--- config.mk ---
export PLATFORM = sky130hd
export DESIGN_NAME = wlan_eapol_frame_detector_core_flat
export DESIGN_NICKNAME = d
export VERILOG_FILES = /design/src/wefd_pkg.sv /design/src/wefd_req_if.sv /design/src/wefd_res_if.sv /design/src/wlan_eapol_frame_detector_core.sv /design/src/flat_wrapper.sv
export SDC_FILE = /design/constraint.sdc
export NUM_CORES = 1
export LEC_CHECK = 0
export ABC_AREA = 1
export BUFFER_PORTS_ARGS = -buffer_cell sky130_fd_sc_hd__buf_2
export CORE_AREA = 5 5 173 175
export DETAILED_ROUTE_END_ITERATION = 6
export DIE_AREA = 0 0 178 180
export PLACE_DENSITY = 0.76
export SETUP_SLACK_MARGIN = 0.02
export SLEW_MARGIN = 20
export SYNTH_ARGS = -nofsm -noshare
export SYNTH_HDL_FRONTEND = slang
export SYNTH_SLANG_ARGS = --single-unit
--- constraint.sdc ---
create_clock -name i_clk -period 12.3 [get_ports i_clk]
set_input_delay 0 -clock i_clk [delete_from_list [all_inputs] [get_ports i_clk]]
set_output_delay 0 -clock i_clk [all_outputs]
set_load 0.03 [all_outputs]
--- src/wefd_pkg.sv ---
package wefd_pkg;

    // Largest frame the byte counter tracks before it saturates.
    localparam int MAX_FRAME_BYTES = 4096;
    localparam int IDX_W           = 12;
    localparam int IDX_LIMIT_INT   = (MAX_FRAME_BYTES - 1 < 4095) ? MAX_FRAME_BYTES - 1 : 4095;
    localparam logic [IDX_W-1:0] IDX_LIMIT = IDX_LIMIT_INT[IDX_W-1:0];

    // Field widths of the request and the result.
    localparam int BYTE_W = 8;
    localparam int MAC_W  = 48;
    localparam int LEN_W  = 12;
    localparam int HDR_W  = 6;

    localparam logic [LEN_W-1:0] BODY_MAX = {LEN_W{1'b1}};

    // Frame control bits, with the second byte in the upper half.
    localparam logic [15:0] FC_QOS   = 16'h0080;
    localparam logic [15:0] FC_TO_DS = 16'h0100;
    localparam logic [15:0] FC_FR_DS = 16'h0200;
    localparam logic [15:0] FC_ORDER = 16'h8000;

    // Header lengths in bytes.
    localparam logic [HDR_W-1:0] HDR_BASE  = 6'd24;
    localparam logic [HDR_W-1:0] HDR_ADDR4 = 6'd6;
    localparam logic [HDR_W-1:0] HDR_QOS   = 6'd2;
    localparam logic [HDR_W-1:0] HDR_HTC   = 6'd4;

    // Byte positions of the three captured addresses.
    localparam logic [IDX_W-1:0] ADDR1_FIRST = 12'd4;
    localparam logic [IDX_W-1:0] ADDR2_FIRST = 12'd10;
    localparam logic [IDX_W-1:0] ADDR3_FIRST = 12'd16;
    localparam logic [IDX_W-1:0] ADDR3_END   = 12'd22;

    localparam logic [IDX_W-1:0] SNAP_LEN  = 12'd8;
    localparam logic [2:0]       SNAP_LAST = 3'd7;

    // LLC/SNAP bytes that announce an EAPOL payload.
    localparam logic [BYTE_W-1:0] LLC_SAP      = 8'hAA;
    localparam logic [BYTE_W-1:0] LLC_CTRL_UI  = 8'h03;
    localparam logic [BYTE_W-1:0] SNAP_OUI     = 8'h00;
    localparam logic [BYTE_W-1:0] ETYPE_HIGH   = 8'h88;
    localparam logic [BYTE_W-1:0] ETYPE_LOW    = 8'h8E;

    // Expected byte at each position of the SNAP header.
    function automatic logic [BYTE_W-1:0] snap_byte(input logic [2:0] pos);
        logic [BYTE_W-1:0] val;
        unique case (pos)
            3'd0, 3'd1:       val = LLC_SAP;
            3'd2:             val = LLC_CTRL_UI;
            3'd3, 3'd4, 3'd5: val = SNAP_OUI;
            3'd6:             val = ETYPE_HIGH;
            default:          val = ETYPE_LOW;
        endcase
        return val;
    endfunction

    // Length of the MAC header from the frame control word.
    function automatic logic [HDR_W-1:0] header_length(input logic [15:0] fc);
        logic             qos;
        logic [HDR_W-1:0] len;
        qos = (fc & FC_QOS) != 16'h0;
        len = HDR_BASE;
        if (((fc & FC_TO_DS) != 16'h0) && ((fc & FC_FR_DS) != 16'h0)) begin
            len = len + HDR_ADDR4;
        end
        if (qos) begin
            len = len + HDR_QOS;
        end
        if (qos && ((fc & FC_ORDER) != 16'h0)) begin
            len = len + HDR_HTC;
        end
        return len;
    endfunction

endpackage

--- src/wefd_req_if.sv ---
interface wefd_req_if;
    logic                              valid;
    logic                              ready;
    logic [wefd_pkg::BYTE_W-1:0]       data_byte;
    logic                              frame_start;
    logic                              frame_end;
    logic signed [wefd_pkg::BYTE_W-1:0] signal_dbm;

    modport source (
        output valid, data_byte, frame_start, frame_end, signal_dbm,
        input  ready
    );
    modport sink (
        input  valid, data_byte, frame_start, frame_end, signal_dbm,
        output ready
    );
endinterface

--- src/wefd_res_if.sv ---
interface wefd_res_if;
    logic                               valid;
    logic                               ready;
    logic [wefd_pkg::BYTE_W-1:0]        body_byte;
    logic                               body_valid;
    logic                               frame_done;
    logic                               is_eapol;
    logic [wefd_pkg::MAC_W-1:0]         source_mac;
    logic [wefd_pkg::MAC_W-1:0]         dest_mac;
    logic [wefd_pkg::MAC_W-1:0]         bss_id;
    logic signed [wefd_pkg::BYTE_W-1:0] frame_signal;
    logic [wefd_pkg::LEN_W-1:0]         body_length;

    modport source (
        output valid, body_byte, body_valid, frame_done, is_eapol, source_mac,
               dest_mac, bss_id, frame_signal, body_length,
        input  ready
    );
    modport sink (
        input  valid, body_byte, body_valid, frame_done, is_eapol, source_mac,
               dest_mac, bss_id, frame_signal, body_length,
        output ready
    );
endinterface

--- src/wlan_eapol_frame_detector_core.sv ---
// A result is registered: it is written into the output register when its byte is accepted.
// Throughput: one byte per cycle; a byte is taken whenever the output register is empty
// or its result is taken in the same cycle, so the result register is the only stage.
// A byte gives a result only when it is a forwarded body byte or the frame's last byte.
// Reset (synchronous, active low) clears the frame tracking, the latched signal
// strength and the output valid; address and result payload registers are not reset.
module wlan_eapol_frame_detector_core (
    input  logic        i_clk,
    input  logic        i_rst_n,
    wefd_req_if.sink    i_req,
    wefd_res_if.source  o_res
);

    // Per-frame tracking state.
    logic [wefd_pkg::IDX_W-1:0]         r_byte_index, n_byte_index;
    logic [wefd_pkg::BYTE_W-1:0]        r_fc_low, n_fc_low;
    logic [wefd_pkg::HDR_W-1:0]         r_snap_start, n_snap_start;
    logic                               r_snap_good, n_snap_good;
    logic                               r_match_seen, n_match_seen;
    logic [wefd_pkg::MAC_W-1:0]         r_addr_one, n_addr_one;
    logic [wefd_pkg::MAC_W-1:0]         r_addr_two, n_addr_two;
    logic [wefd_pkg::MAC_W-1:0]         r_addr_three, n_addr_three;
    logic signed [wefd_pkg::BYTE_W-1:0] r_signal, n_signal;
    logic [wefd_pkg::LEN_W-1:0]         r_body_count, n_body_count;

    // Result register.
    logic                               r_out_valid, n_out_valid;
    logic [wefd_pkg::BYTE_W-1:0]        r_body_byte;
    logic                               r_body_valid;
    logic                               r_frame_done;
    logic                               r_is_eapol;
    logic [wefd_pkg::MAC_W-1:0]         r_source_mac;
    logic [wefd_pkg::MAC_W-1:0]         r_dest_mac;
    logic [wefd_pkg::MAC_W-1:0]         r_bss_id;
    logic signed [wefd_pkg::BYTE_W-1:0] r_frame_signal;
    logic [wefd_pkg::LEN_W-1:0]         r_body_length;

    logic                               req_accept;
    logic                               res_accept;
    logic                               make_result;
    logic                               fwd_body;

    // Frame state as seen by this byte, after a start mark has cleared it.
    logic [wefd_pkg::IDX_W-1:0]         c_idx;
    logic [wefd_pkg::HDR_W-1:0]         c_snap_start;
    logic                               c_snap_good;
    logic                               c_match;
    logic [wefd_pkg::LEN_W-1:0]         c_body_count;
    logic [wefd_pkg::HDR_W-1:0]         snap_start_now;
    logic [wefd_pkg::IDX_W-1:0]         snap_lo;
    logic [wefd_pkg::IDX_W-1:0]         snap_off;
    logic                               in_snap;
    logic                               snap_good_now;
    logic                               match_now;
    logic [wefd_pkg::LEN_W-1:0]         body_count_now;

    assign res_accept  = r_out_valid && o_res.ready;
    assign i_req.ready = !r_out_valid || o_res.ready;
    assign req_accept  = i_req.valid && i_req.ready;

    // Apply a start mark before the byte itself is looked at.
    always_comb begin
        if (i_req.frame_start) begin
            c_idx        = '0;
            c_snap_start = wefd_pkg::HDR_BASE;
            c_snap_good  = 1'b1;
            c_match      = 1'b0;
            c_body_count = '0;
            n_signal     = i_req.signal_dbm;
        end else begin
            c_idx        = r_byte_index;
            c_snap_start = r_snap_start;
            c_snap_good  = r_snap_good;
            c_match      = r_match_seen;
            c_body_count = r_body_count;
            n_signal     = r_signal;
        end
    end

    // Frame control capture and header length.
    always_comb begin
        n_fc_low       = r_fc_low;
        snap_start_now = c_snap_start;
        if (c_idx == 12'd0) begin
            n_fc_low = i_req.data_byte;
        end else if (c_idx == 12'd1) begin
            snap_start_now = wefd_pkg::header_length({i_req.data_byte, r_fc_low});
        end
    end

    // Address capture by byte position, first byte most significant.
    always_comb begin
        n_addr_one   = r_addr_one;
        n_addr_two   = r_addr_two;
        n_addr_three = r_addr_three;
        if (c_idx >= wefd_pkg::ADDR1_FIRST && c_idx < wefd_pkg::ADDR2_FIRST) begin
            n_addr_one = {r_addr_one[wefd_pkg::MAC_W-wefd_pkg::BYTE_W-1:0], i_req.data_byte};
        end else if (c_idx >= wefd_pkg::ADDR2_FIRST && c_idx < wefd_pkg::ADDR3_FIRST) begin
            n_addr_two = {r_addr_two[wefd_pkg::MAC_W-wefd_pkg::BYTE_W-1:0], i_req.data_byte};
        end else if (c_idx >= wefd_pkg::ADDR3_FIRST && c_idx < wefd_pkg::ADDR3_END) begin
            n_addr_three = {r_addr_three[wefd_pkg::MAC_W-wefd_pkg::BYTE_W-1:0],
                            i_req.data_byte};
        end
    end

    // SNAP header compare and body forwarding.
    always_comb begin
        snap_lo        = {{(wefd_pkg::IDX_W-wefd_pkg::HDR_W){1'b0}}, snap_start_now};
        snap_off       = c_idx - snap_lo;
        in_snap        = (c_idx >= snap_lo) && (c_idx < snap_lo + wefd_pkg::SNAP_LEN);
        snap_good_now  = c_snap_good;
        match_now      = c_match;
        body_count_now = c_body_count;
        fwd_body       = 1'b0;
        if (c_match) begin
            fwd_body = 1'b1;
            if (c_body_count != wefd_pkg::BODY_MAX) begin
                body_count_now = c_body_count + 12'd1;
            end
        end else if (in_snap) begin
            if (i_req.data_byte != wefd_pkg::snap_byte(snap_off[2:0])) begin
                snap_good_now = 1'b0;
            end
            if (snap_off[2:0] == wefd_pkg::SNAP_LAST && snap_good_now) begin
                match_now = 1'b1;
            end
        end
        make_result = fwd_body || i_req.frame_end;
    end

    // Next frame state; the last byte returns it to the idle values.
    always_comb begin
        if (i_req.frame_end) begin
            n_byte_index = '0;
            n_snap_start = wefd_pkg::HDR_BASE;
            n_snap_good  = 1'b1;
            n_match_seen = 1'b0;
            n_body_count = '0;
        end else begin
            n_byte_index = (c_idx < wefd_pkg::IDX_LIMIT) ? c_idx + 12'd1 : c_idx;
            n_snap_start = snap_start_now;
            n_snap_good  = snap_good_now;
            n_match_seen = match_now;
            n_body_count = body_count_now;
        end
    end

    // Output valid: set by a new result, cleared when the result is taken.
    always_comb begin
        n_out_valid = r_out_valid && !res_accept;
        if (req_accept && make_result) begin
            n_out_valid = 1'b1;
        end
    end

    // Control registers.
    always_ff @(posedge i_clk) begin
        if (!i_rst_n) begin
            r_byte_index <= '0;
            r_fc_low     <= '0;
            r_snap_start <= wefd_pkg::HDR_BASE;
            r_snap_good  <= 1'b1;
            r_match_seen <= 1'b0;
            r_signal     <= '0;
            r_body_count <= '0;
            r_out_valid  <= 1'b0;
        end else begin
            r_out_valid <= n_out_valid;
            if (req_accept) begin
                r_byte_index <= n_byte_index;
                r_fc_low     <= n_fc_low;
                r_snap_start <= n_snap_start;
                r_snap_good  <= n_snap_good;
                r_match_seen <= n_match_seen;
                r_signal     <= n_signal;
                r_body_count <= n_body_count;
            end
        end
    end

    // Address and result payload registers.
    always_ff @(posedge i_clk) begin
        if (req_accept) begin
            r_addr_one   <= n_addr_one;
            r_addr_two   <= n_addr_two;
            r_addr_three <= n_addr_three;
        end
        if (req_accept && make_result) begin
            r_body_byte    <= fwd_body ? i_req.data_byte : '0;
            r_body_valid   <= fwd_body;
            r_frame_done   <= i_req.frame_end;
            r_is_eapol     <= match_now;
            r_source_mac   <= match_now ? n_addr_two : '0;
            r_dest_mac     <= match_now ? n_addr_one : '0;
            r_bss_id       <= match_now ? n_addr_three : '0;
            r_frame_signal <= n_signal;
            r_body_length  <= match_now ? body_count_now : '0;
        end
    end

    assign o_res.valid        = r_out_valid;
    assign o_res.body_byte    = r_body_byte;
    assign o_res.body_valid   = r_body_valid;
    assign o_res.frame_done   = r_frame_done;
    assign o_res.is_eapol     = r_is_eapol;
    assign o_res.source_mac   = r_source_mac;
    assign o_res.dest_mac     = r_dest_mac;
    assign o_res.bss_id       = r_bss_id;
    assign o_res.frame_signal = r_frame_signal;
    assign o_res.body_length  = r_body_length;

    // A match can only stand while the SNAP compare is still good.
    a_match_implies_good: assert property (@(posedge i_clk) disable iff (!i_rst_n)
        r_match_seen |-> r_snap_good)
        else $error("match flag set with a failed SNAP compare");

    // Every result is either a body byte or a frame summary.
    a_result_kind: assert property (@(posedge i_clk) disable iff (!i_rst_n)
        r_out_valid |-> (r_body_valid || r_frame_done))
        else $error("result with neither body byte nor frame end");

    // Body bytes and a body count are only reported for a matched frame.
    a_body_needs_match: assert property (@(posedge i_clk) disable iff (!i_rst_n)
        (r_out_valid && (r_body_valid || r_body_length != '0)) |-> r_is_eapol)
        else $error("body reported for a frame without a SNAP match");

    // The last byte of a frame returns the tracking state to idle.
    a_end_clears: assert property (@(posedge i_clk) disable iff (!i_rst_n)
        (req_accept && i_req.frame_end) |=>
            (r_byte_index == '0 && !r_match_seen && r_body_count == '0))
        else $error("frame state not cleared after the last byte");

    // The byte counter never passes its saturation limit.
    a_index_limit: assert property (@(posedge i_clk) disable iff (!i_rst_n)
        r_byte_index <= wefd_pkg::IDX_LIMIT)
        else $error("byte index beyond its limit");

endmodule
--- src/flat_wrapper.sv ---
// flat-port wrapper written by rule: the top's interface ports become plain ports
module wlan_eapol_frame_detector_core_flat 
  (i_clk, i_rst_n, i_req_valid, i_req_data_byte, i_req_frame_start, i_req_frame_end, i_req_signal_dbm, i_req_ready, o_res_valid, o_res_body_byte, o_res_body_valid, o_res_frame_done, o_res_is_eapol, o_res_source_mac, o_res_dest_mac, o_res_bss_id, o_res_frame_signal, o_res_body_length, o_res_ready);
  wefd_req_if i_req_i ();
  wefd_res_if o_res_i ();
  input  logic i_clk;
  input  logic i_rst_n;
  input wire logic [$bits(i_req_i.valid)-1:0] i_req_valid;
  input wire logic [$bits(i_req_i.data_byte)-1:0] i_req_data_byte;
  input wire logic [$bits(i_req_i.frame_start)-1:0] i_req_frame_start;
  input wire logic [$bits(i_req_i.frame_end)-1:0] i_req_frame_end;
  input wire logic [$bits(i_req_i.signal_dbm)-1:0] i_req_signal_dbm;
  output wire logic [$bits(i_req_i.ready)-1:0] i_req_ready;
  output wire logic [$bits(o_res_i.valid)-1:0] o_res_valid;
  output wire logic [$bits(o_res_i.body_byte)-1:0] o_res_body_byte;
  output wire logic [$bits(o_res_i.body_valid)-1:0] o_res_body_valid;
  output wire logic [$bits(o_res_i.frame_done)-1:0] o_res_frame_done;
  output wire logic [$bits(o_res_i.is_eapol)-1:0] o_res_is_eapol;
  output wire logic [$bits(o_res_i.source_mac)-1:0] o_res_source_mac;
  output wire logic [$bits(o_res_i.dest_mac)-1:0] o_res_dest_mac;
  output wire logic [$bits(o_res_i.bss_id)-1:0] o_res_bss_id;
  output wire logic [$bits(o_res_i.frame_signal)-1:0] o_res_frame_signal;
  output wire logic [$bits(o_res_i.body_length)-1:0] o_res_body_length;
  input wire logic [$bits(o_res_i.ready)-1:0] o_res_ready;
  assign i_req_i.valid = i_req_valid;
  assign i_req_i.data_byte = i_req_data_byte;
  assign i_req_i.frame_start = i_req_frame_start;
  assign i_req_i.frame_end = i_req_frame_end;
  assign i_req_i.signal_dbm = i_req_signal_dbm;
  assign i_req_ready = i_req_i.ready;
  assign o_res_valid = o_res_i.valid;
  assign o_res_body_byte = o_res_i.body_byte;
  assign o_res_body_valid = o_res_i.body_valid;
  assign o_res_frame_done = o_res_i.frame_done;
  assign o_res_is_eapol = o_res_i.is_eapol;
  assign o_res_source_mac = o_res_i.source_mac;
  assign o_res_dest_mac = o_res_i.dest_mac;
  assign o_res_bss_id = o_res_i.bss_id;
  assign o_res_frame_signal = o_res_i.frame_signal;
  assign o_res_body_length = o_res_i.body_length;
  assign o_res_i.ready = o_res_ready;
  wlan_eapol_frame_detector_core u_core (.i_clk(i_clk), .i_rst_n(i_rst_n), .i_req(i_req_i), .o_res(o_res_i));
endmodule
======== Word-level counts from Yosys, hierarchy flattened ========
Cells that the tools add are included.
cells by class
  $add $sub $neg .......................... 6
  $lt $le $gt $ge ......................... 9
  eq/ne operators ......................... 10
  muxes and demuxes ....................... 42
  reduce and logical (&&, ||, !) cells .... 20
operator list
  cell                     count
  $mux W48                 6
  $mux W12                 7
  $mux W6                  10
  $pmux W8 S4              1
  $add A12 B1 Y12 const B  2
  $lt A12 B5 Y1 const B    2
  $mux W8                  3
  $mux W1                  14
  $eq A12 B1 Y1 const B    1
  $eq A3 B3 Y1 const B     4
  $ge A12 B3 Y1 const B    1
  $ge A12 B4 Y1 const B    1
  $ge A12 B5 Y1 const B    1
  $ge A12 B6 Y1            1
  $logic_not A12 Y1        1
  $lt A12 B12 Y1 const B   1
  $lt A12 B4 Y1 const B    1
  $lt A12 B7 Y1            1
  $ne A12 B12 Y1 const B   1
  $logic_and A1 B1 Y1      11
  $ne A8 B8 Y1             1
  $add A6 B4 Y7 const B    1
  $add A6 B2 Y6 const B    1
  $add A6 B3 Y6 const B    1
  other kinds (10)         13
storage, ports and cells
  bits in registers ....................... 368
  input port bits ......................... 22
  output and inout port bits .............. 177

======== Logic depth before layout (Yosys ltp) ========
Gate-level depths: netlist of the first run.
  depth after elaboration ................. 27
  depth in mapped cells ................... 25

======== Least setup slack after synthesis of the first run ========
OpenSTA, ideal clock, no wires.
  kind .................................... reg2reg
  start point ............................. register u_core.r_out_valid (netlist: u_core.o_res.valid)
  end point ............................... register u_core.r_body_byte, in the netlist u_core.o_res.body_byte[0], enable pin
  library setup time ...................... 0.770 ns
  arrival time ............................ 9.473 ns
  required time ........................... 11.530 ns
  slack ................................... 2.057 ns
  stages on the path, launching flop included .. 5
  path buffers ............................ 1
  path through ............................ dfxtp_1 > nand2_1 > nand2_1 > clkbuf_1 > a21oi_1
between the ends
  word-level cells in the longest chain between the ends .. 4
ends and longest elaborated chain
  element                   RTL line                               RTL
  start: declaration        wlan_eapol_frame_detector_core.sv:27   logic r_out_valid, n_out_valid;
  start signal: assignment  wlan_eapol_frame_detector_core.sv:168  r_out_valid <= n_out_valid;
  $logic_not A1 Y1          wlan_eapol_frame_detector_core.sv:58   assign i_req.ready = !r_out_valid || o_res.ready;
  $logic_or A1 B1 Y1        wlan_eapol_frame_detector_core.sv:58
  named net i_req_ready     flat_wrapper.sv:13                     output wire logic [$bits(i_req_i.ready)-1:0] i_req_ready;
  $logic_and A1 B1 Y1       wlan_eapol_frame_detector_core.sv:59   assign req_accept = i_req.valid && i_req.ready;
  $logic_and A1 B1 Y1       wlan_eapol_frame_detector_core.sv:188  if (req_accept && make_result) begin
  end signal: assignment    wlan_eapol_frame_detector_core.sv:189  r_body_byte <= fwd_body ? i_req.data_byte : '0;
  end: declaration          wlan_eapol_frame_detector_core.sv:28   logic [wefd_pkg::BYTE_W-1:0] r_body_byte;
The timed path passes the listed nets, and every way through them passes these cells.
A chain may end at the register's enable or synchronous reset.

======== Worst setup path in the final report of the first run ========
  start point ............................. register u_core.r_byte_index[1] (netlist bit)
  end point ............................... register u_core.r_body_length, in the netlist u_core.o_res.body_length[0] (data pin)
between the ends
  word-level cells in the longest chain between the ends .. 18
  elaborated cells on any way between the ends .. 31
  classes of those cells .................. add/sub (2); order compare (2); eq/ne (9); mux (12); reduce/logical (6)
ends and longest elaborated chain
  element                                                      RTL line                               RTL
  start: declaration                                           wlan_eapol_frame_detector_core.sv:15   logic [wefd_pkg::IDX_W-1:0] r_byte_index, n_byte_index;
  start signal: assignment                                     wlan_eapol_frame_detector_core.sv:170  r_byte_index <= n_byte_index;
  $mux W12 (*)                                                 wlan_eapol_frame_detector_core.sv:63   if (i_req.frame_start) begin
  $eq A12 B1 Y1                                                wlan_eapol_frame_detector_core.sv:86   end else if (c_idx == 12'd1) begin
  $mux W6                                                      wlan_eapol_frame_detector_core.sv:86
  $mux W6                                                      wlan_eapol_frame_detector_core.sv:84   if (c_idx == 12'd0) begin
  $sub A3 B3 Y3                                                wlan_eapol_frame_detector_core.sv:109  snap_off = c_idx - snap_lo;
  $eq A3 B2 Y1, or another cell as far along                   wefd_pkg.sv:48                         unique case (pos)
  $reduce_or A3 Y1 / $reduce_or A2 Y1 (equally long branches)  wefd_pkg.sv:48
  $pmux W8 S4                                                  wefd_pkg.sv:48
  [3 not listed]                                               --
  $mux W1                                                      wlan_eapol_frame_detector_core.sv:121  if (i_req.data_byte != wefd_pkg::snap_byte(snap_off[2:0])) begin
  $mux W1                                                      wlan_eapol_frame_detector_core.sv:120  end else if (in_snap) begin
  $mux W1                                                      wlan_eapol_frame_detector_core.sv:115  if (c_match) begin
  $logic_and A1 B1 Y1                                          wlan_eapol_frame_detector_core.sv:124  if (snap_off[2:0] == wefd_pkg::SNAP_LAST && snap_good_now) begin
  $mux W1                                                      wlan_eapol_frame_detector_core.sv:124
  $mux W1 (*)                                                  wlan_eapol_frame_detector_core.sv:120
  $mux W1 (*)                                                  wlan_eapol_frame_detector_core.sv:115
  named net u_core.match_now                                   wlan_eapol_frame_detector_core.sv:54   logic match_now;
  end signal: assignment                                       wlan_eapol_frame_detector_core.sv:197  r_body_length <= match_now ? body_count_now : '0;
  end: declaration                                             wlan_eapol_frame_detector_core.sv:36   logic [wefd_pkg::LEN_W-1:0] r_body_length;
The timed path passes the listed nets; every way through them passes the cells marked *. The select of a mux whose other input is x is not followed.

==> impl_metrics.json, run 1 <==
{
  "status": "finished, final reports clean",
  "drt_iter0_markers": 1073,
  "dp_hpwl_um": 22200,
  "r2r_end": "u_core.o_res.body_length[0]",
  "synthesis.area_mm2": 0.0160,
  "wl_per_cell_um": 15.7,
  "nets": 1811,
  "insertion_delay_ns": 0.51,
  "dieArea_mm2": 0.0320,
  "path_common_cell": "nor2_1",
  "cts_buffers": 37,
  "p_per_area_mw_per_mm2": 144,
  "die-width_um": 178,
  "antenna_cells": 0,
  "post_cts_buffers": 0,
  "grt_pass1_wl_um": 54600,
  "synth_cell_types": 40,
  "coreArea_mm2": 0.0283,
  "crit_required_ns": 12.51,
  "drive_above_1_share_pct": 19.3,
  "cts_tree": "done",
  "setup_ws_ns": 7.03,
  "finClkSkew_ns": 0.0137,
  "grt_overflow_total": 0,
  "rsz0062_at_grt": "no",
  "fillers": 2222,
  "ff_latch_area_mm2": 0.0104,
  "critPathCaptureType": "register",
  "clk_pin_slew_worst_paths_ns": 0.06,
  "tns_ns": 0,
  "cp_slowest_cell": "buf_4",
  "crit_type": "register to register",
  "grt_pass1_vias": 10700,
  "grt_max_degree": 98,
  "synthCells": 1571,
  "antenna_found_initial": 0,
  "hp-class": "primary input to register",
  "cts_buffer_depth": 3,
  "ant_nets": 0,
  "start_util_pct": 56.6,
  "drc": 0,
  "synth.ff_latch_count": 361,
  "vias": 11100,
  "power.leakage_nw": 8.16,
  "maxSlewViolCount": 0,
  "fin_crit_sh_pct": 42.8,
  "avgViaCountPerCell": 5.06,
  "maxCapViolCount": 0,
  "pre_cts_slack_ns": 6.86,
  "grt_usage_pct": 21.1,
  "critPathMaxFanout": 97,
  "syn_avg_cell_area_um2": 10.2,
  "cpPeakStageDelay_ns": 0.85,
  "finalSetupViolCount": 0,
  "cts_root_buf": "clkbuf_16",
  "io_buffers": 198,
  "firstDrtPassIters": 7,
  "worst_pin_slew_ns": 1.02,
  "r2r_cells": 23,
  "rows": 62,
  "arrival_ns": 5.48,
  "max_freq_mhz": 190,
  "wl_um": 34400,
  "multi_input_area_mm2": 0.00430,
  "io_pins": 199,
  "hold_viol": 0,
  "r2r_start": "u_core.r_byte_index[1]",
  "cp_cell_sequence": "inv_1 -> nor2_1 -> inv_1 -> ha_1 -> nor3_1 -> nand3_2 -> nand3_1 -> inv_1 -> ha_1 -> fa_1 -> inv_1 -> nand2_1 -> nand2_1 -> nand2_1 -> nor2_1 -> nor2_1 -> nand2_1 -> nor2_1 -> nand3_1 -> nand2_2 -> inv_6 -> buf_4 -> nor2_1",
  "vdd_ir_drop_max_uv": 90.4,
  "slew_headroom_pct": 31.9,
  "gp_congestion": 0.894,
  "seq_area_frac_synth_pct": 65.0,
  "die_h_um": 180,
  "yosys_warnings": 0,
  "synth_fp_nets": 1609,
  "clock-sinks": 361,
  "r2r_setup_slack_ns": 7.03,
  "startpoint": "u_core.r_byte_index[1]",
  "endpoint": "u_core.o_res.body_length[0]",
  "cp-start-kind": "register",
  "area_delta_synth_final_pct": 16.2,
  "finalPower_mw": 2.68,
  "cts_max_level": 2,
  "period_minus_slack_ns": 5.27
}
metrics by stage:
stage	instance area [um^2]	hold WS, ns	std cells	utilization [%]
finish	18600	0.130	2185	65.8
global route	18600	0.160	2185	65.8
CTS	18600	0.113	2185	65.8
detailed placement	17200	0.259	2099	60.8
global placement	17200	0.257	2099	60.8
floorplan	16000	0.0989	1571	-
worst min-delay path by stage:
stage / from / end / slack [ns] / depth (start not counted)
3_5_place_dp: i_req_frame_end / u_core.o_res.frame_done / 0.26 / 1
5_1_grt: i_req_valid / u_core.r_byte_index[2] / 0.16 / 5
6_report: i_req_valid / u_core.r_byte_index[5] / 0.13 / 5
2_1_floorplan: i_req_frame_end / u_core.o_res.frame_done / 0.1 / 0
4_1_cts: i_req_valid / u_core.r_snap_start[0] / 0.11 / 5
3_3_place_gp: i_req_frame_end / u_core.o_res.frame_done / 0.26 / 1
registers in the layout (all words and copies together), names as in the netlist, 6 cells and up:
signal and flops:
u_core.o_res.bss_id 48, u_core.o_res.dest_mac 48, u_core.o_res.source_mac 48, u_core.r_addr_one 48, u_core.r_addr_three 48, u_core.r_addr_two 48, u_core.o_res.body_length 12, u_core.r_body_count 12
u_core.r_byte_index 12, u_core.o_res.body_byte 8, u_core.o_res.frame_signal 8, u_core.r_signal 8, u_core.r_snap_start 6
logic make-up after synthesis:
group,synth area share (%)
buffers and inverters,8.38
AND/OR/NAND/NOR,15.8
flip-flops,65.0
XOR/XNOR,0.601
adder cells (fa/ha/maj),1.30
AO/OA/AOI/OAI,8.91
worst max-delay path, delay by kind of cell (launching register included):
kind,cells,cell delay [ns]
and+or+nand+nor,14,1.90
buffers and inverters,6,1.71
DFF,1,0.39
adders and majority gates,3,0.87
cells in the mapped netlist (all sizes together):
master	count	area share [%]
a21oi	96	4.0
buf	46	2.0
clkbuf	19	0.44
clkinv	17	0.40
dfxtp	42	5.2
edfxtp	319	60
fa	1	0.12
ha	15	1.2
inv	236	5.5
nand2	399	9.5
nand3	41	1.3
nand3b	1	0.047
nand4	11	0.51
nor2	159	3.8
nor3	7	0.25
nor3b	2	0.16
nor4	1	0.13
o211ai	5	0.23
o21a	2	0.094
o21ai	135	4.4
o21bai	1	0.047
o22ai	2	0.078
o31ai	1	0.047
or2	2	0.078
xnor2	4	0.22
xor2	7	0.38
layer usage:
metal  vias up  global-route usage [%]  routed length (um)
li1       5541                       -                   -
met1      5128                    29.3               15000
met2       324                    34.6               16700
met3        62                    3.07                1870
met4         0                    6.25                 894
met5         -                       0                   0
timing repair:
| action | CTS | global route |
|---|---|---|
| gates resized for setup | 0 | 0 |
| hold buffers | 19 | 0 |
| endpoints found under the hold margin | 41 | 0 |
placed cells by master (no fill, tap or decap), drive strengths merged, types with 7 or more instances in the layout:
master and count:
clkbuf 53, nand2 399, nor2 159, xor2 7
a21oi 96, buf 209, clkinv 26, nor3 7
o21ai 135, dfxtp 42, nand3 41, dlygate4sd3 19
inv 237, ha 15, edfxtp 319, nand4 11
layout make-up:
class	count	share of cell area, %
repair buffers	228	6.79
inverters	253	5.15
clock buffers	53	5.73
multi-input cells	892	23.1
clock inverters	14	0.739
well taps	384	2.58
flip-flops and latches	361	55.9
report_power, final:
part / internal, mW / switching [mW]
clock: 0.649 / 0.448
combinational: 0.0444 / 0.129
sequential: 1.39 / 0.0217
Power figures use the tool's default switching activity.
==> run 2: changes to the inputs <==
CORE_AREA = 5 5 180 182   (was 5 5 173 175)
DIE_AREA = 0 0 185 187   (was 0 0 178 180)
PLACE_DENSITY = 0.73   (was 0.76)
clock period = 4.65 ns   (was 12.3 ns; I/O delays follow)
==> run 2 against run 1 <==
Net effect: maximum frequency grew 28%; wire length grew 3.1%; critical path type unchanged; largest power group unchanged; utilization down 4.0 points; final area grew 0.95%; count of clock-buffer cells in the layout down 3; register-to-register slack got worse by 6.5 ns; flip-flop and latch count unchanged; via count increased by 1.6%.
==> impl_metrics.json, run 2 (synthesis results as in run 1) <==
{
  "cts_buffers": 37,
  "grt_use_met2_pct": 34.0,
  "io_pins": 199,
  "clock-sinks": 361,
  "worst_pin_slew_ns": 1.02,
  "dieArea_mm2": 0.0346,
  "cp_num_buf_inv": 5,
  "power.leakage_nw": 8.24,
  "maxSlewViolCount": 0,
  "grt_util_met1_pct": 27.5,
  "grt_max_degree": 97,
  "r2r_setup_slack_ns": 0.52,
  "grt_overflow_total": 0,
  "die_h_um": 187,
  "clk_pin_slew_worst_paths_ns": 0.07,
  "dp_hpwl_um": 23200,
  "nets": 1822,
  "busiest_layer": "met2",
  "start_util_pct": 52.7,
  "placed_cell_area_mm2": 0.0174,
  "cts_tree": "done",
  "setup_ws_ns": 0.521,
  "finalSetupViolCount": 0,
  "status": "finished, final reports clean",
  "drc": 0,
  "ant_nets": 0,
  "arrival_ns": 4.38,
  "cts_buffer_depth": 3,
  "vdd_ir_drop_max_uv": 248,
  "cts_root_buf": "clkbuf_16",
  "vias": 11200,
  "ctsHoldBuffers": 19,
  "antenna_found_initial": 0,
  "critPathCaptureType": "register",
  "cp_cell_sequence": "inv_1 -> nor2_1 -> inv_1 -> ha_1 -> nor3_1 -> nand3_2 -> nand3_1 -> inv_1 -> ha_1 -> fa_1 -> nor2_1 -> nand3_1 -> nand3_1 -> nand2_1 -> nand2_1 -> nor2_1 -> nand3_1 -> nand2_2 -> inv_6 -> buf_4 -> nor2_1",
  "rsz0062_at_grt": "no",
  "period_minus_slack_ns": 4.13,
  "crit_type": "register to register",
  "insertion_delay_ns": 0.51,
  "stdcell_count": 2207,
  "gp_congestion": 0.913,
  "die-width_um": 185,
  "area_delta_synth_final_pct": 17.3,
  "cts_resized": 0,
  "grt_usage_pct": 20.1,
  "finClkSkew_ns": 0.0147,
  "finalPower_mw": 7.09,
  "tns_ns": 0,
  "wl_um": 35400,
  "place_inst": 2122,
  "grt_pass1_vias": 10900,
  "drt_iter0_markers": 970,
  "use_met3_pct": 3.42,
  "most-common-layout-cells": "nand2_1, edfxtp_1, inv_1",
  "p_per_area_mw_per_mm2": 377,
  "rows": 64,
  "cp_top_family": "simple AND/OR/NAND/NOR gates",
  "maxCapViolCount": 0,
  "firstDrtPassIters": 7,
  "wl_per_cell_um": 16.1,
  "antenna_cells": 0,
  "final_common_cell": "nand2_1",
  "slew_headroom_pct": 32.1,
  "holdWs_ns": 0.0353,
  "drive_above_1_share_pct": 19.5,
  "fin_area_mm2": 0.0188,
  "io_buffers": 198,
  "fin_crit_sh_pct": 88.8,
  "cts_max_level": 2,
  "cp-start-kind": "register",
  "avgViaCountPerCell": 5.09,
  "cpPeakStageDelay_ns": 0.54,
  "utilization_pct": 61.8,
  "cp_slowest_cell": "fa_1",
  "crit_required_ns": 4.90,
  "fillers": 2513,
  "grt_pass1_wl_um": 56800,
  "max_freq_mhz": 242,
  "pre_cts_slack_ns": 0.560,
  "post_cts_buffers": 0,
  "hold_viol": 0,
  "hp-class": "primary input to register",
  "coreArea_mm2": 0.0304,
  "critPathMaxFanout": 28
}
## run 2: cell count changes in the layout (fill, tap and decap cells not counted)
cell / delta
clkinv_8: -1
clkbuf_1: -1
buf_12: +8
inv_2: -1
clkinv_2: -1
buf_4: +3
clkinvlp_4: -1
inv_6: +1
clkinv_4: +1
clkbuf_16: +1
clkbuf_8: -3
clkinv_1: +4
## run 2: final timing paths
check,startpoint,cells past startpoint,end
worst min register to register,u_core.r_signal[5],2,u_core.r_signal[5]
worst max-delay path,u_core.r_byte_index[1],21,u_core.o_res.body_length[10]
worst min-delay path,i_req_frame_start,5,u_core.r_byte_index[9]
worst max register to register,u_core.r_byte_index[1],21,u_core.o_res.body_length[10]
## run 2: worst register-to-register path: cells and delay by family (launching register included)
kind	cells	cell delay, ns
fa+ha+maj	3	0.96
flops	1	0.35
buf+inv	5	0.84
simple gates	13	1.75
## run 2: where the power goes
part / leakage (nW) / internal (mW) / switching, mW / total [mW]
logic: 4.19 / 0.127 / 0.348 / 0.476
clock network: 0.580 / 1.70 / 1.19 / 2.88
registers: 3.47 / 3.68 / 0.0566 / 3.74
## run 2: cell type report
cell class                      count  area (um^2)  share of cell area [%]
Clock inverter                     16          138                   0.732
Inverter                          253          960                    5.10
Sequential cell                   361        10400                    55.4
Clock buffer                       50         1050                    5.57
Tap cell                          396          495                    2.64
Timing Repair Buffer              239         1450                    7.69
Multi-Input combinational cell    892         4300                    22.8
## run 2: per-layer routing
metal / part of all wire (%) / routed length [um] / vias to the layer above
met4: 2.0 / 707 / 0
met2: 48 / 17100 / 353
met1: 43 / 15300 / 5263
met3: 6.5 / 2300 / 53
li1: - / - / 5565
met5: 0 / 0 / -
